File: config.mk
export PLATFORM = sky130hd
export DESIGN_NAME = ebsm_ram
export DESIGN_NICKNAME = d
export VERILOG_FILES = /design/src/design/ema_background_subtract_map_macros.svh /design/src/design/ebsm_ram.sv
export SDC_FILE = /design/constraint.sdc
export NUM_CORES = 2
export LEC_CHECK = 0
export BUFFER_PORTS_ARGS = -buffer_cell sky130_fd_sc_hd__buf_2
export CAP_MARGIN = 5
export CORE_ASPECT_RATIO = 0.7
export CORE_MARGIN = 8
export CORE_UTILIZATION = 30
export CTS_CLUSTER_SIZE = 10
export DETAILED_ROUTE_END_ITERATION = 7
export HOLD_SLACK_MARGIN = 0.15
export SLEW_MARGIN = 15
export SYNTH_ARGS = -nofsm -noshare
export SYNTH_HDL_FRONTEND = slang
export SYNTH_SLANG_ARGS = --single-unit
File: constraint.sdc
create_clock -name clock -period 2.5 [get_ports clock]
set_input_delay 0 -clock clock [delete_from_list [all_inputs] [get_ports clock]]
set_output_delay 0 -clock clock [all_outputs]
set_load 0.02 [all_outputs]
File: src/design/ema_background_subtract_map_macros.svh
// Assertion macros shared by the RTL of the background subtraction block.
// Depends on a clock named clock and an active-high reset named reset in scope.
`ifndef EMA_BACKGROUND_SUBTRACT_MAP_MACROS_SVH
`define EMA_BACKGROUND_SUBTRACT_MAP_MACROS_SVH

// Condition that must hold at every clock edge outside reset.
`define EBSM_ASSERT_NOW(label, cond, msg) \
   label: assert property (@(posedge clock) disable iff (reset) (cond)) else $error(msg);

// Consequence that must hold in the cycle after the antecedent.
`define EBSM_ASSERT_NEXT(label, ante, cons, msg) \
   label: assert property (@(posedge clock) disable iff (reset) (ante) |=> (cons)) \
      else $error(msg);

`endif

File: src/design/ebsm_ram.sv
// Generic single-port-write, single-port-read RAM with registered read data.
// No dependencies.
`timescale 1ns / 1ps
`default_nettype none

module ebsm_ram #(
   parameter int WIDTH = 8,
   parameter int DEPTH = 256
) (
   input  wire logic                     clock,
   input  wire logic                     wr_en,
   input  wire logic [$clog2(DEPTH)-1:0] wr_addr,
   input  wire logic [WIDTH-1:0]         wr_data,
   input  wire logic                     rd_en,
   input  wire logic [$clog2(DEPTH)-1:0] rd_addr,
   output logic      [WIDTH-1:0]         rd_data
);

   logic [WIDTH-1:0] mem [DEPTH];
   logic [WIDTH-1:0] rd_data_ff;

   // Read returns the old contents when both ports hit the same entry.
   always_ff @(posedge clock) begin
      if (wr_en) begin
         mem[wr_addr] <= wr_data;
      end
      if (rd_en) begin
         rd_data_ff <= mem[rd_addr];
      end
   end

   assign rd_data = rd_data_ff;

endmodule

`default_nettype wire

==> results.cfg <==
[worst_setup_path]
worstSetupEndpointType = flop
worstPathMaxFanout = 1
crit_type = flop to flop
crit_required_ns = 3.05
start_kind = flop
critical_path_arrival_ns = 3.03

[synthesis]
synth_top_area_cell = edfxtp_1
yosysSeqAreaShare_pct = 77.5
yosys.area_share.simple_pct = 2.63
synth-compound-area-share_pct = 3.42
synth_area_leaders = edfxtp_1 (78%), mux4_2 (13%), mux2i_1 (1.7%), nor2_1 (1.3%), a22oi_1 (1.3%)
yosys_warnings = 0
synthesis.nets = 3760
synth_xor_area_share_pct = 0
synth_top_family_by_area = multiplexers
syn-cell-area_mm2 = 0.0796
synthAdderAreaFrac_pct = 0
ys_types = 54
syn_avg_cell_area_um2 = 21.3
yosys.area.top_type_share_pct = 77.5
synthMuxAreaShare_pct = 14.6
synthCells = 3733
synth_seq_cells = 2056

[timing]
post-route-min-period_ns = 2.48
hold_viol_final = 0
final.setup_skew_ns = 0.0434
report.final.slew_viol_count = 0
holdWs_ns = 0.175
finalSetupViolations = 0
layout_setup_ws_ns = 0.0218
period_share_pct = 99.1
max_slew_margin_pct = 25.4
tightest_slew_ns = 1.12
rsz0062_at_grt = yes
fmax_ghz = 0.404

[global_route]
grt_pass1_vias = 41022
antenna_found_initial = 21
gr-total-overflow = 0
grt_pass1_wl_mm = 305
grt_max_degree = 92
grtUsageTotal_pct = 14.7

[pwr]
power_density_mw_per_mm2 = 748
leakage_nw = 29.9
peakVddDrop_uv = 674

[detailed_routing]
ant_nets = 0
drt_iter0_markers = 5515
drc = 0
routed-via-count = 41280
drtPass1Iterations = 5
postRouteWirelength_mm = 213
via_per_inst = 5.21
wl_per_cell_um = 26.8

[place]
gp_congestion = 0.868
placed_area_mm2 = 0.0884
post-place-ws_ns = -0.721
portBuffers = 34
hpwl_mm = 139

[cts]
htreeDepth = 4
insertion_delay_ns = 0.86
clk_path_buf_depth = 4
clockRootBuffer = clkbuf_16
clock-sinks = 2056
clk_pin_slew_ns = 0.05
numCtsBuffers = 232
cts_setup_buffers = 0
cts_tree = done

[floorplan]
start_util_pct = 30.1
fp-row-count = 158
fp.dieH_um = 447
core-area_mm2 = 0.265
fp.dieW_um = 632
die_area_mm2 = 0.282
boundaryPins = 35

[layout]
seq_area_mm2 = 0.0617
nets = 4423
areaGrowthSynthToFinish_pct = 19.0
multi_input_area_mm2 = 0.0166
utilization_pct = 35.8
final_cell_mix = edfxtp_1 (2,056), buf_4 (522), mux4_2 (454)
fillCellCount = 24242
final_common_cell = edfxtp_1
finalInstanceArea_mm2 = 0.0948
drive_gt1_share_pct = 31.0

[status]
status = finished clean

[job]
cap_violations = 0

[hold_path]
min_path_type = input pin to flop
[report_power, final]
part | switching [mW] | leakage, nW | internal [mW]
clock | 12.4 | 2.92 | 16.3
combinational | 2.49 | 8.50 | 1.59
sequential | 0.0399 | 18.5 | 38.0
[worst max-delay path: stages (launching register included)]
cell	delay [ns]
edfxtp_1	0.36
mux4_2	0.46
a22o_1	0.25
a221oi_1	0.27
buf_4	0.24
o32ai_1	0.11
nor3_2	0.36
nor4_1	0.13
[kinds of logic after synthesis]
| group | count (synthesis) |
|---|---|
| flip-flops | 2056 |
| multiplexers | 591 |
| AND/OR/NAND/NOR | 466 |
| AO/OA/AOI/OAI | 385 |
| buffers and inverters | 235 |
[final cells by class]
class | instances | share of cell area, %
Sequential cell | 2056 | 65.1
Multi-Input combinational cell | 1442 | 17.5
Timing Repair Buffer | 662 | 6.37
Clock buffer | 236 | 6.19
Tap cell | 3520 | 4.65
Clock inverter | 8 | 0.0898
Inverter | 2 | 0.00792
Antenna cell | 2 | 0.00528
[flip-flops by register name, indices dropped and copies added, names as in the netlist]
register,flops
mem,2048
rd_data,8
[per-stage QoR]
stage / setup TNS (ns) / total power [mW] / std cells
after floorplan: 0 / 40.6 / 3733
after detailed placement: -3.73 / 42.8 / 7651
final: 0 / 70.9 / 7928
after CTS: 0 / 71.5 / 7926
after global placement: -3.79 / 42.7 / 7651
after global routing: -0.176 / 72.9 / 7927
[routing by layer]
layer / vias to the layer above / GRT usage [%] / part of all wire (%)
li1: 16901 / - / -
met1: 21939 / 22.4 / 44
met2: 2139 / 20.9 / 42
met3: 297 / 4.34 / 12
met4: 4 / 2.59 / 1.6
met5: - / 0 / 0.013
[Yosys cell counts, drive strengths merged]
cell,n
nor4b,1
a211oi,16
nor3b,1
edfxtp,2056
nor3,22
mux2,1
o221ai,47
a2111oi,5
nand2b,8
nor2b,31
or2b,1
a221oi,14
a22oi,133
nand2,33
and3b,2
o22ai,28
nand3,34
mux4,456
clkinv,1
nor2,282
a311oi,2
nand3b,2
o311ai,1
o211ai,10
nor4,27
or3b,1
a31oi,2
o32ai,5
o22a,5
a22o,8
and3,1
clkbuf,111
nand4,10
o21ai,12
buf,122
a21boi,1
inv,1
mux2i,134
or2,4
a21oi,96
and2,6
[final timing paths]
path	startpoint	endpoint	slack (ns)	depth (start not counted)
min	wr_data[0]	mem[86][0]	0.18	2
max	mem[210][5]	rd_data[5]	0.02	7
max reg2reg	mem[210][5]	rd_data[5]	0.02	7
min reg2reg	mem[41][3]	rd_data[3]	1.21	7
[repair_timing]
| action | 4_1_cts | 5_1_grt |
|---|---|---|
| resized for setup | 18 | 8 |
| pin swaps | 2 | 2 |
| hold endpoints to repair | 3381 | 0 |
| setup endpoints to repair | 8 | 8 |
| hold buffers | 31 | 0 |
Note: power is estimated with default switching activity, not from simulation.
